--- config.mk ---
export PLATFORM = sky130hd
export DESIGN_NAME = pht_front
export DESIGN_NICKNAME = d
export VERILOG_FILES = /design/src/design/assert_macros.svh /design/src/design/pht_pkg.sv /design/src/design/pht_front.sv
export SDC_FILE = /design/constraint.sdc
export NUM_CORES = 1
export LEC_CHECK = 0
export ABC_AREA = 1
export BUFFER_PORTS_ARGS = -buffer_cell sky130_fd_sc_hd__buf_2
export CAP_MARGIN = 5
export CORE_MARGIN = 2
export CORE_UTILIZATION = 30
export DETAILED_ROUTE_END_ITERATION = 7
export HOLD_SLACK_MARGIN = 0.03
export PLACE_DENSITY = 0.47
export SYNTH_ARGS = -nofsm -noshare
export SYNTH_HDL_FRONTEND = slang
export SYNTH_SLANG_ARGS = --single-unit
--- constraint.sdc ---
create_clock -name clk_i -period 20.2 [get_ports clk_i]
set_input_delay 1.01 -clock clk_i [delete_from_list [all_inputs] [get_ports clk_i]]
set_output_delay 1.01 -clock clk_i [all_outputs]
set_load 0.02 [all_outputs]
--- src/design/assert_macros.svh ---
`ifndef ASSERT_MACROS_SVH
`define ASSERT_MACROS_SVH

// Clocked check on clk_i, off while rst_ni is low.
`define ASSERT_CLK(lbl, prop) \
  lbl: assert property (@(posedge clk_i) disable iff (!rst_ni) prop) \
    else $error("assertion failed");

// Whenever a holds, c holds in the same cycle.
`define ASSERT_IMPLIES(lbl, a, c) \
  `ASSERT_CLK(lbl, (a) |-> (c))

`endif

--- src/design/pht_pkg.sv ---
`timescale 1ns / 1ps
package pht_pkg;

  localparam int unsigned HANDLE_SLOTS_DEF     = 32;
  localparam int unsigned PAIRS_PER_HANDLE_DEF = 8;
  localparam int unsigned CNT_W                = 6;
  localparam logic [5:0]  ITEM_CAP             = 6'd32;
  localparam int unsigned FQ_DEPTH             = 2;

  typedef enum logic [2:0] {
    KIND_ALLOC     = 3'd0,
    KIND_INSTALL   = 3'd1,
    KIND_UNINSTALL = 3'd2,
    KIND_LOOKUP    = 3'd3,
    KIND_ENUM      = 3'd4,
    KIND_LIST      = 3'd5
  } kind_e;

  typedef enum logic [2:0] {
    ST_OK          = 3'd0,
    ST_INVALID     = 3'd1,
    ST_NO_RES      = 3'd2,
    ST_NOT_FOUND   = 3'd3,
    ST_UNSUPPORTED = 3'd4
  } status_e;

  typedef enum logic [2:0] {
    OP_ALLOC,
    OP_INSTALL,
    OP_UNINSTALL,
    OP_LOOKUP,
    OP_ENUM,
    OP_LIST,
    OP_BAD
  } op_e;

  typedef enum logic [3:0] {
    S_IDLE,
    S_DECODE,
    S_FIND_RD,
    S_FIND_CMP,
    S_SHIFT_RD,
    S_SHIFT_WR,
    S_LIST_RD,
    S_LIST_ITEM,
    S_ENUM_H,
    S_ENUM_RD,
    S_ENUM_CMP,
    S_ENUM_HIT,
    S_EMIT
  } state_e;

  typedef struct packed {
    logic [2:0]  kind;
    logic [4:0]  handle;
    logic [63:0] key_low;
    logic [63:0] key_high;
    logic        key_given;
    logic [63:0] value_in;
    logic        dest_given;
    logic [5:0]  limit;
  } req_t;

  typedef struct packed {
    status_e     status;
    logic [4:0]  item_handle;
    logic [63:0] value_out;
    logic [63:0] found_key_low;
    logic [63:0] found_key_high;
    logic [5:0]  count;
    logic        last;
  } rsp_t;

  // Classified request as handed from front to back.
  typedef struct packed {
    op_e         op;
    logic [4:0]  handle;
    logic [63:0] key_low;
    logic [63:0] key_high;
    logic        key_given;
    logic [63:0] value_in;
    logic        dest_given;
    logic [5:0]  limit;
  } cmd_t;

  typedef struct packed {
    logic [63:0] key_high;
    logic [63:0] key_low;
    logic [63:0] value;
  } pair_t;

  function automatic rsp_t rsp_final(status_e st, logic [5:0] cnt);
    rsp_t r;
    r        = '0;
    r.status = st;
    r.count  = cnt;
    r.last   = 1'b1;
    return r;
  endfunction

endpackage

--- src/design/pht_front.sv ---
`timescale 1ns / 1ps
module pht_front import pht_pkg::*; (
  input  logic clk_i,
  input  logic rst_ni,
  input  logic push_i,
  input  req_t req_i,
  output logic full_o,
  output logic cmd_valid_o,
  input  logic cmd_ready_i,
  output cmd_t cmd_o
);

  localparam int unsigned PTR_W = (FQ_DEPTH > 1) ? $clog2(FQ_DEPTH) : 1;
  localparam int unsigned CNT_QW = $clog2(FQ_DEPTH + 1);

  cmd_t               fifo_q [FQ_DEPTH];
  logic [PTR_W-1:0]   wr_q, wr_d, rd_q, rd_d;
  logic [CNT_QW-1:0]  cnt_q, cnt_d;
  logic               do_push, do_pop;
  cmd_t               cls;

  // Classify the request.
  always_comb begin
    cls            = '0;
    cls.handle     = req_i.handle;
    cls.key_low    = req_i.key_low;
    cls.key_high   = req_i.key_high;
    cls.key_given  = req_i.key_given;
    cls.value_in   = req_i.value_in;
    cls.dest_given = req_i.dest_given;
    cls.limit      = (req_i.limit > ITEM_CAP) ? ITEM_CAP : req_i.limit;
    unique case (req_i.kind)
      KIND_ALLOC:     cls.op = OP_ALLOC;
      KIND_INSTALL:   cls.op = OP_INSTALL;
      KIND_UNINSTALL: cls.op = OP_UNINSTALL;
      KIND_LOOKUP:    cls.op = OP_LOOKUP;
      KIND_ENUM:      cls.op = OP_ENUM;
      KIND_LIST:      cls.op = OP_LIST;
      default:        cls.op = OP_BAD;
    endcase
  end

  assign full_o      = (cnt_q == CNT_QW'(FQ_DEPTH));
  assign cmd_valid_o = (cnt_q != '0);
  assign cmd_o       = fifo_q[rd_q];
  assign do_push     = push_i && !full_o;
  assign do_pop      = cmd_valid_o && cmd_ready_i;

  always_comb begin
    wr_d  = wr_q;
    rd_d  = rd_q;
    cnt_d = cnt_q;
    if (do_push) begin
      wr_d = (wr_q == PTR_W'(FQ_DEPTH - 1)) ? '0 : PTR_W'(wr_q + 1'b1);
    end
    if (do_pop) begin
      rd_d = (rd_q == PTR_W'(FQ_DEPTH - 1)) ? '0 : PTR_W'(rd_q + 1'b1);
    end
    if (do_push && !do_pop) begin
      cnt_d = CNT_QW'(cnt_q + 1'b1);
    end else if (do_pop && !do_push) begin
      cnt_d = CNT_QW'(cnt_q - 1'b1);
    end
  end

  always_ff @(posedge clk_i or negedge rst_ni) begin
    if (!rst_ni) begin
      wr_q  <= '0;
      rd_q  <= '0;
      cnt_q <= '0;
    end else begin
      wr_q  <= wr_d;
      rd_q  <= rd_d;
      cnt_q <= cnt_d;
    end
  end

  always_ff @(posedge clk_i) begin
    if (do_push) begin
      fifo_q[wr_q] <= cls;
    end
  end

endmodule

==> run metrics, run 1 <==
clk_skew=between 0.015 and 0.02 ns; combinational share of power=0.336; layout cells sized above 1=0.317; Remaining DRCs=0; r2r setup slk=approximately 17 ns; total global-route track usage=0.137; Crit path arrival time=between 3 and 4 ns; area grow syn2layout=28.1%; Final Instance Area=19700 um^2; crit start category=flop; CP Launch Point=rd_q; critical setup path kind=reg -> out; slew margin rel.=0.259; DR iter-0 viols=506; TNS Setup=0 ns; Worst R2R Path Depth=5; Sw Pwr=1190 uW; Tcrit/Tclk final=0.210; drt first pass iters=6; Synth Register Bits=420; minimum clock period=roughly 4.2 ns; Reg clk slew, reported paths=0.06 ns; Post-DRT Antenna Nets=0; cell internal pwr=between 1500 and 2000 uW; status=completed; nets=1777; vias in the first global route=about 9300; post-DR vias/cell=4.21; Power Total=approximately 3200 uW; die area=53200 um^2; worst-margin pin slew=1.11 ns; Num CTS Buffers=48; R2R Path End=fifo_q[1][93]; Static Leak=approximately 0.0084 uW; via count=9618; reg2reg start=cnt_q[1]; WHS=0.242 ns; hpwl dp=23.6 mm; Clock Path Buffers=3; largest net degree at the start of global routing=84; clk_lat worst skew=slightly below 0.6 ns; pins over their slew limit=0; part of the power in the clock network=0.267; die height=231 um; yosys warns=0; Mapped Nets=1345; crit path max fanout=between 80 and 90; Critical Path End Type=output pin; RSZ-0062 raised after global routing=false; VDD IR max=about 90 uV; total core area=51000 um^2; Switching Share=0.377; first-pass GRT wire length=55.9 mm; Port Buf Inserts=421; endpoints failing hold=0; hold buffers post-CTS=0; max_cap viols=0; Max Fclk=approximately 0.24 GHz; Post-Syn Instances=1132; root buffer cell=clkbuf_16; # rows=83; Post-DP Area=18200 um^2; Die X=between 200 and 250 um; post-CTS sizing=0; critical path data required time=between 15 and 20 ns; I/O Pins=between 400 and 500; WL final=37.8 mm; wire per inst=16.5 um; routability cong.=roughly 0.77; TritonCTS clock tree=done; Final setup viols=0; initial antenna violation count=11; gr ovfl total=0; library cells used by synthesis=18; postcts setup bufs=0; power share of the sequential group=0.397; Power Dens Cells=160 nW/um^2; H-tree Lvls=2; sequential-to-total area share from yosys stat=0.818; Initial Util=0.302; CTS sink count=between 400 and 500; Worst Setup EP=cmd_o[150]; Hold Crit Class=in -> async; post-synthesis instance area=15400 um^2; Avg Inst Size Synth=13.6 um^2
-- registers in the layout (all words and copies together), names as in the netlist --
signal	flops
fifo_q	416
cnt_q	2
rd_q	1
wr_q	1
-- through the flow --
stage                util  instances  worst slack (ns)
detailed placement  0.356       2194             15.97
floorplan               -       1132              9.65
global placement    0.356       2194             15.99
CTS                 0.387       2282             15.78
global route        0.387       2284             15.59
finish              0.387       2287             15.96
-- kinds of logic (layout without fill, tap and decap cells) --
group / after synthesis / after routing / share of synthesized area
AO/OA/AOI/OAI: 3 / 3 / 0.00114
AND/OR/NAND/NOR: 645 / 645 / 0.158
buffers and inverters: 61 / 531 / 0.0215
flip-flops: 420 / 420 / 0.818
adder cells (fa/ha/maj): 1 / 1 / 0.000812
other: 0 / 5 / 0
XOR/XNOR: 2 / 2 / 0.00114
-- metal layers --
metal  wire length [um]  vias to the layer above  global-route usage
li1                   -                     4697                   -
met1              15600                     4521               0.170
met2              17900                      321               0.221
met3               3430                       63              0.0539
met4                758                       16              0.0431
met5                103                        -                   0
-- worst max-delay path, cell delays in order, from the launching register on --
cell and delay [ns]:
dfrtp_4 0.77, inv_6 0.54, buf_4 0.83, nand2_1 0.11, nand2_1 0.13, buf_2 0.17
-- cell usage in the layout (no fill, tap or decap), drive strengths merged, types with 2 or more instances in the layout --
master,n
dfrtp,4
clkinv,25
nand2,630
nor2,12
edfxtp,416
diode,5
nand3,2
inv,14
buf,431
clkbuf,55
bufinv,5
-- cell usage after synthesis, drive strengths merged --
cell type	n	share of area
a21boi	1	0.00049
a21oi	1	0.00032
buf	45	0.018
clkbuf	4	0.00097
dfrtp	4	0.0065
edfxtp	416	0.81
ha	1	0.00081
inv	12	0.0029
nand2	630	0.15
nand3	2	0.00065
nand4	1	0.00041
nor2	12	0.0029
o21ai	1	0.00032
xnor2	1	0.00057
xor2	1	0.00057
-- cell type report --
| cell class | instances | area, um^2 |
|---|---|---|
| Fill cell | 4910 | 31300 |
| Sequential cell | 420 | 12600 |
| Multi-Input combinational cell | 651 | 2490 |
| Timing Repair Buffer | 431 | 2180 |
| Clock buffer | 55 | 1230 |
| Tap cell | 680 | 851 |
| Clock inverter | 33 | 320 |
| Inverter | 12 | 50.0 |
| Antenna cell | 5 | 12.5 |
-- worst min path at each step --
stage	start	to	cells past startpoint	slack, ns
after floorplan	cnt_q[1]	cnt_q[1]	2	0.44
after global placement	cnt_q[1]	cnt_q[1]	2	0.46
after detailed placement	cnt_q[1]	cnt_q[1]	2	0.47
after CTS	rst_ni	rd_q	1	0.20
after global routing	rst_ni	rd_q	1	0.20
final	rst_ni	rd_q	1	0.24
-- power groups by stage --
stage          Sequential, uW  Combinational, uW  Clock, uW
2_1_floorplan            1310                704          0
3_3_place_gp             1270               1090          0
3_5_place_dp             1270               1090          0
4_1_cts                  1260               1100        874
5_1_grt                  1270               1170        908
6_report                 1250               1060        845
No activity file was read; power rests on OpenSTA's default activity.
==> inputs of run 2 (changes only) <==
--- a/config.mk
+++ b/config.mk
@@ -5,14 +5,14 @@
 export SDC_FILE = /design/constraint.sdc
 export NUM_CORES = 1
 export LEC_CHECK = 0
-export ABC_AREA = 1
+export ABC_AREA = 0
 export BUFFER_PORTS_ARGS = -buffer_cell sky130_fd_sc_hd__buf_2
 export CAP_MARGIN = 5
 export CORE_MARGIN = 2
 export CORE_UTILIZATION = 30
 export DETAILED_ROUTE_END_ITERATION = 7
 export HOLD_SLACK_MARGIN = 0.03
-export PLACE_DENSITY = 0.47
+export PLACE_DENSITY = 0.48
 export SYNTH_ARGS = -nofsm -noshare
 export SYNTH_HDL_FRONTEND = slang
 export SYNTH_SLANG_ARGS = --single-unit
==> constraint.sdc (replaced) <==
create_clock -name clk_i -period 3.5 [get_ports clk_i]
set_input_delay 0.175 -clock clk_i [delete_from_list [all_inputs] [get_ports clk_i]]
set_output_delay 0.175 -clock clk_i [all_outputs]
set_load 0.02 [all_outputs]
==> run 2 against run 1 <==
Compared with the run above: synthesized cell count is 40% lower; global-route usage down 1.0 points; area after synthesis grew 1.9%; count of clock-buffer cells in the layout up 8; clock skew is 0.0015 ns higher; critical path depth down 2; non-clock buffer count rose by 220; critical endpoint is now cmd_o[34]; highest routed layer unchanged.
==> run metrics, run 2 <==
Max Fclk=between 0.3 and 0.4 GHz; post-synthesis instance area=15700 um^2 (+1.9%); Remaining DRCs=0 (unchanged); postcts setup bufs=0 (unchanged); Synth Flop Type=edfxtp_1; synth cell count leaders=edfxtp_1, mux2_2, mux2_4, buf_2, buf_8; library cells used by synthesis=20 (+2); Hold Crit Class=in -> reg; Die X=233 um (+0.92%); Sw Pwr=5860 uW (+390%); Mapped Nets=888 (-34%); VDD IR max=456 uV (+410%); Crit path max-delay family=flip-flops; vias in the first global route=9320 (+0.28%); post-synth top area cell=edfxtp_1; Critical Path, Cell by Cell=buf_12, mux2_2, buf_2; status=completed; CTS sink count=420 (unchanged); die area=54100 um^2 (+1.9%); routability cong.=0.715 (-7.6%); I/O Pins=422 (unchanged); most frequent cells in the layout=buf_2, edfxtp_1, dlygate4sd3_1; cell internal pwr=12300 uW (+520%); hpwl dp=23.4 mm (-1.1%); H-tree Lvls=2 (unchanged); Static Leak=0.00861 uW (+2.6%); drt first pass iters=4 (-2); DP Cell Count=1768 (-19%); Num CTS Buffers=47 (-2.1%); Post-DRT Antenna Nets=0 (unchanged); Post-Syn Instances=675 (-40%); commonest non-fill, non-tap cell in the layout=buf_2; combinational share of power=0.349 (+0.013); post-DR vias/cell=4.19 (-0.32%); nets=1562 (-12%); Switching Share=0.323 (-0.0540); clk_skew=0.0204 ns (+0.00149 ns); area grow syn2layout=42.0%; clk_lat worst skew=0.56 ns (-0.02 ns); fillcell total=4685 (-4.6%); critical path data required time=3.32 ns (-15.87 ns); minimum clock period=2.62 ns; Largest regs=fifo_q (416), cnt_q (2); # rows=83 (unchanged); post-synth top area share=0.796 (-0.0150); total core area=51500 um^2 (+1.0%); wire per inst=17.3 um (+4.6%); asr flop ratio synth=0.00952 (unchanged); gr ovfl total=0 (unchanged); Tcrit/Tclk final=0.749; slew margin rel.=0.594 (+0.335); crit start category=flop; Finished Core Util=0.432 (+0.0454); Synth Register Bits=420 (unchanged); first-pass GRT wire length=52.4 mm (-6.3%); yosys warns=0 (unchanged); WHS=0.328 ns (+0.0856 ns); Critical Path End Type=output pin; max reg flops=416 (unchanged); power share of the sequential group=0.397 (about the same); largest net degree at the start of global routing=84 (unchanged); worst-margin pin slew=0.609 ns (-0.502 ns); Avg Inst Size Synth=23.2 um^2 (+71%); CP peak stage delay=0.82 ns (about the same); root buffer cell=clkbuf_16; TritonCTS clock tree=done; Crit path arrival time=2.45 ns (-0.78 ns); layout cells sized above 1=0.516 (+0.198); number of enable flip-flop cells after synthesis=416 (unchanged); max_cap viols=0 (unchanged); TNS Setup=0 ns (unchanged); post-CTS sizing=0 (unchanged); Clock Path Buffers=3 (unchanged); Power Dens Cells=815 nW/um^2 (+410%); via count=8640 (-10%); part of the power in the clock network=0.254 (-0.013); pins over their slew limit=0 (unchanged); Reg clk slew, reported paths=0.06 ns (about the same); Top reg by flops=fifo_q; Crit-path slowest cell=dfrtp_4; Final setup viols=0 (unchanged); Finished Layout Cells=2061 (-9.9%); crit path max fanout=54 (-35%); total global-route track usage=0.127 (-0.0103); Post-DP Area=18700 um^2 (+3.0%); Port Buf Inserts=421 (unchanged); initial antenna violation count=3 (-8); largest cells by area after synthesis=edfxtp_1, mux2_4, mux2_2, buf_8, dfrtp_1; Final Instance Area=22300 um^2 (+13%); endpoints failing hold=0 (unchanged); Initial Util=0.305 (+0.00259); die height=233 um (+0.92%); WL final=35.6 mm (-5.8%); most frequent cell after synthesis=edfxtp_1; critical setup path kind=reg -> out; RSZ-0062 raised after global routing=false; Buf+Inv Stages, Crit Path=2 (-1); DR iter-0 viols=299 (-41%); sequential-to-total area share from yosys stat=0.803 (-0.0151)
## run 2: changes by cell type after synthesis, sizes merged, moves of 2 or more
cell   delta
nor2     -10
xnor2     +2
buf      -22
mux2    +208
nor2b     +5
nand3     -2
nand2   -628
inv      -10
## run 2: per-stage QoR
stage	setup slack (ns)	power, uW
CTS	0.818	18500
global placement	1.44	13600
detailed placement	1.42	13600
finish	0.879	18100
floorplan	-0.590	11700
global route	0.780	19000
## run 2: layer usage
metal  wire length (um)  global-route usage  vias to the layer above
met5                 16                   0                        -
met4                819              0.0442                        2
met3               3280              0.0489                       62
met2              16800               0.207                      307
met1              14700               0.153                     4231
li1                   -                   -                     4038
## run 2: layout make-up
cell class	instances	area, um^2	share of cell area
Multi-Input combinational cell	227	2870	0.129
Tap cell	680	851	0.0382
Clock buffer	63	1310	0.0588
Inverter	2	7.51	0.000337
Antenna cell	2	5.00	0.000225
Sequential cell	420	12600	0.566
Timing Repair Buffer	651	4500	0.202
Clock inverter	16	125	0.00562
## run 2: logic make-up (layout without fill, tap and decap cells)
group / after synthesis / after routing / share of synthesized area
AOI/OAI and AO/OA: 1 / 1 / 0.000479
adders and majority gates: 1 / 1 / 0.000797
DFF: 420 / 420 / 0.803
xor gates and xnor gates: 5 / 5 / 0.00279
other: 0 / 2 / 0
and+or+nand+nor: 12 / 12 / 0.00415
buffers and inverters: 28 / 732 / 0.0159
muxes: 208 / 208 / 0.173
## run 2: worst paths after layout
kind	end	slack (ns)	from	cells after the start
setup reg to reg	fifo_q[0][74]	1.49	cnt_q[0]	5
min in group asynchronous	cnt_q[1]	0.54	rst_ni	3
hold reg to reg	wr_q	0.55	wr_q	1
hold / removal	fifo_q[0][179]	0.33	req_i[179]	2
setup / recovery	cmd_o[34]	0.88	rd_q	3
max in group asynchronous	rd_q	2.76	rst_ni	3
## run 2: power groups by stage
stage | Sequential, uW | Clock (uW) | Combinational (uW)
after floorplan | 7270 | 0 | 4380
after global routing | 7310 | 4950 | 6770
final | 7200 | 4610 | 6340
after global placement | 7270 | 0 | 6320
after detailed placement | 7320 | 0 | 6300
after CTS | 7220 | 4770 | 6510
## run 2: repair_timing
action,CTS,global route
endpoints found under the hold margin,422,0
endpoints found under the setup margin,0,0
hold buffers,212,0
==> inputs of run 3 (changes only) <==
--- a/config.mk
+++ b/config.mk
@@ -5,7 +5,7 @@
 export SDC_FILE = /design/constraint.sdc
 export NUM_CORES = 1
 export LEC_CHECK = 0
-export ABC_AREA = 0
+export ABC_AREA = 1
 export BUFFER_PORTS_ARGS = -buffer_cell sky130_fd_sc_hd__buf_2
 export CAP_MARGIN = 5
 export CORE_MARGIN = 2
==> constraint.sdc (replaced) <==
create_clock -name clk_i -period 2.15 [get_ports clk_i]
set_input_delay 0.1075 -clock clk_i [delete_from_list [all_inputs] [get_ports clk_i]]
set_output_delay 0.1075 -clock clk_i [all_outputs]
set_load 0.02 [all_outputs]
==> run 3 against run 2 <==
Compared with the run above: cell count increased by 22%; via count up 23%; combinational power is 81% higher; clock skew down 0.0079 ns; sequential share of layout area hardly changed; worst setup slack worse by 0.79 ns; clock power increased by 64%; cell area is essentially flat; routed wire length grew 15%.
==> run metrics, run 3 (synthesis results as in run 1) <==
reg2reg start=cnt_q[0]; routability cong.=0.756 (+5.7%); slew margin rel.=0.673 (+0.0784); minimum clock period=2.06 ns; layout cells sized above 1=0.287 (-0.229); commonest non-fill, non-tap cell in the layout=nand2_1; H-tree Lvls=2 (unchanged); vias in the first global route=10500 (+12%); Sw Pwr=11400 uW (+95%); endpoints failing hold=0 (unchanged); I/O Pins=422 (unchanged); Switching Share=0.373 (+0.0505); total global-route track usage=0.149 (+0.0218); max_cap viols=0 (unchanged); Final setup viols=0 (unchanged); nets=2015 (+29%); Post-DRT Antenna Nets=0 (unchanged); hold path start=req_i[201]; CP Launch Point=rd_q; Tcrit/Tclk final=0.957; clk_skew=0.0125 ns (-0.00794 ns); Remaining DRCs=0 (unchanged); Static Leak=0.00944 uW (+9.7%); wire per inst=16.3 um (-5.9%); worst-margin pin slew=0.491 ns (-0.118 ns); DR iter-0 viols=411 (+37%); Port Buf Inserts=421 (unchanged); TNS Setup=0 ns (unchanged); hpwl dp=25.8 mm (+10%); critical path data required time=2.04 ns (-1.28 ns); Initial Util=0.302 (-0.00259); first-pass GRT wire length=60.8 mm (+16%); Clock Path Buffers=3 (unchanged); area grow syn2layout=44.5%; Critical Path End Type=output pin; TritonCTS clock tree=done; CTS sink count=420 (unchanged); Largest regs=fifo_q (416), cnt_q (2); Max Fclk=about 0.49 GHz; power share of the sequential group=0.378 (-0.019); # rows=83 (unchanged); root buffer cell=clkbuf_16; CP peak stage delay=0.55 ns (-0.27 ns); cell internal pwr=19200 uW (+56%); DP Cell Count=2219 (+26%); die height=231 um (-0.91%); Final Instance Area=22300 um^2 (about the same); crit start category=flop; clk_lat worst skew=0.56 ns (about the same); # diodes=0 (-2); Setup WS post-layout=0.0926 ns (-0.786 ns); Num CTS Buffers=46 (-2.1%); most used cell, CP=nand2_1; die area=53200 um^2 (-1.8%); largest net degree at the start of global routing=86 (+2.4%); Critical Path, Cell by Cell=buf_16, nand2_1, nand2_1, buf_2; Crit path arrival time=1.95 ns (-0.50 ns); WL final=40.9 mm (+15%); Crit path max-delay family=flip-flops; post-DR vias/cell=4.21 (+0.41%); Die X=231 um (-0.91%); Hold Crit Class=in -> reg; combinational share of power=0.375 (+0.026); Buf+Inv Stages, Crit Path=2 (unchanged); Finished Layout Cells=2515 (+22%); RSZ-0062 raised after global routing=true; Power Dens Cells=1380 nW/um^2 (+69%); part of the power in the clock network=0.246 (-0.008); Crit-path slowest cell=dfrtp_4; status=completed; via count=10600 (+23%); drt first pass iters=4 (unchanged); pre-CTS WS=0.379 ns (-1.04 ns); total core area=51000 um^2 (-1.0%); crit path max fanout=85 (+57%); Reg clk slew, reported paths=0.06 ns (about the same); gr ovfl total=0 (unchanged); most frequent cells in the layout=nand2_1, edfxtp_1, buf_2; Top reg by flops=fifo_q; Post-DP Area=18600 um^2 (-0.62%); pins over their slew limit=0 (unchanged); critical setup path kind=reg -> out; initial antenna violation count=2 (-1); VDD IR max=872 uV (+91%); max reg flops=416 (unchanged)
-- run 3: path summary, 6_finish.rpt --
| path | to | slack (ns) | cells after the start |
|---|---|---|---|
| worst max-delay path | cmd_o[204] | 0.09 | 4 |
| worst min-delay path | fifo_q[1][201] | 0.27 | 2 |
| worst max register to register | fifo_q[1][151] | 0.50 | 4 |
| worst min register to register | cnt_q[1] | 0.51 | 2 |
| max in group asynchronous | rd_q | 1.29 | 3 |
| min in group asynchronous | cnt_q[0] | 0.58 | 3 |
-- run 3: stage by stage --
step	util	hold WS [ns]	power, uW
6_report	0.436	0.268	30600
5_1_grt	0.436	0.237	32400
4_1_cts	0.435	0.220	31000
3_5_place_dp	0.365	-0.0454	22900
3_3_place_gp	0.365	-0.0439	22900
2_1_floorplan	-	-0.188	18500
-- run 3: timing repair --
action	CTS	global route
setup buffers	1	0
endpoints found under the hold margin	423	0
resized for setup	6	11
endpoints found under the setup margin	180	8
pin swaps	0	0
hold buffers	212	0
cloned	1	1
-- run 3: final cells by class --
type / count / area, um^2
clock inverters: 17 / 151
repair buffers: 670 / 4790
well taps: 680 / 851
clock buffers: 64 / 1280
multi-input cells: 651 / 2510
inverters: 12 / 61.3
flip-flops and latches: 420 / 12600
repair inverters: 1 / 8.76
fillers: 4731 / 28700
-- run 3: routing by layer --
layer | vias up | part of all wire | track usage
met1 | 5015 | 0.43 | 0.191
met3 | 72 | 0.072 | 0.0448
met5 | - | 0.00027 | 0
li1 | 5170 | - | -
met4 | 2 | 0.024 | 0.0472
met2 | 327 | 0.47 | 0.242
-- run 3: power by group through the flow --
| stage | Combinational, uW | Sequential (uW) | Clock, uW |
|---|---|---|---|
| 2_1_floorplan | 6640 | 11800 | 0 |
| 3_3_place_gp | 11200 | 11700 | 0 |
| 3_5_place_dp | 11200 | 11700 | 0 |
| 4_1_cts | 11600 | 11600 | 7800 |
| 5_1_grt | 12600 | 11700 | 8070 |
| 6_report | 11500 | 11600 | 7540 |
-- run 3: worst register-to-register path, delay by kind of cell (launching register included) --
kind            cells  cell delay, ns
flops               1            0.46
buf+inv             2            0.58
simple gates        1            0.18
compound gates      1            0.11
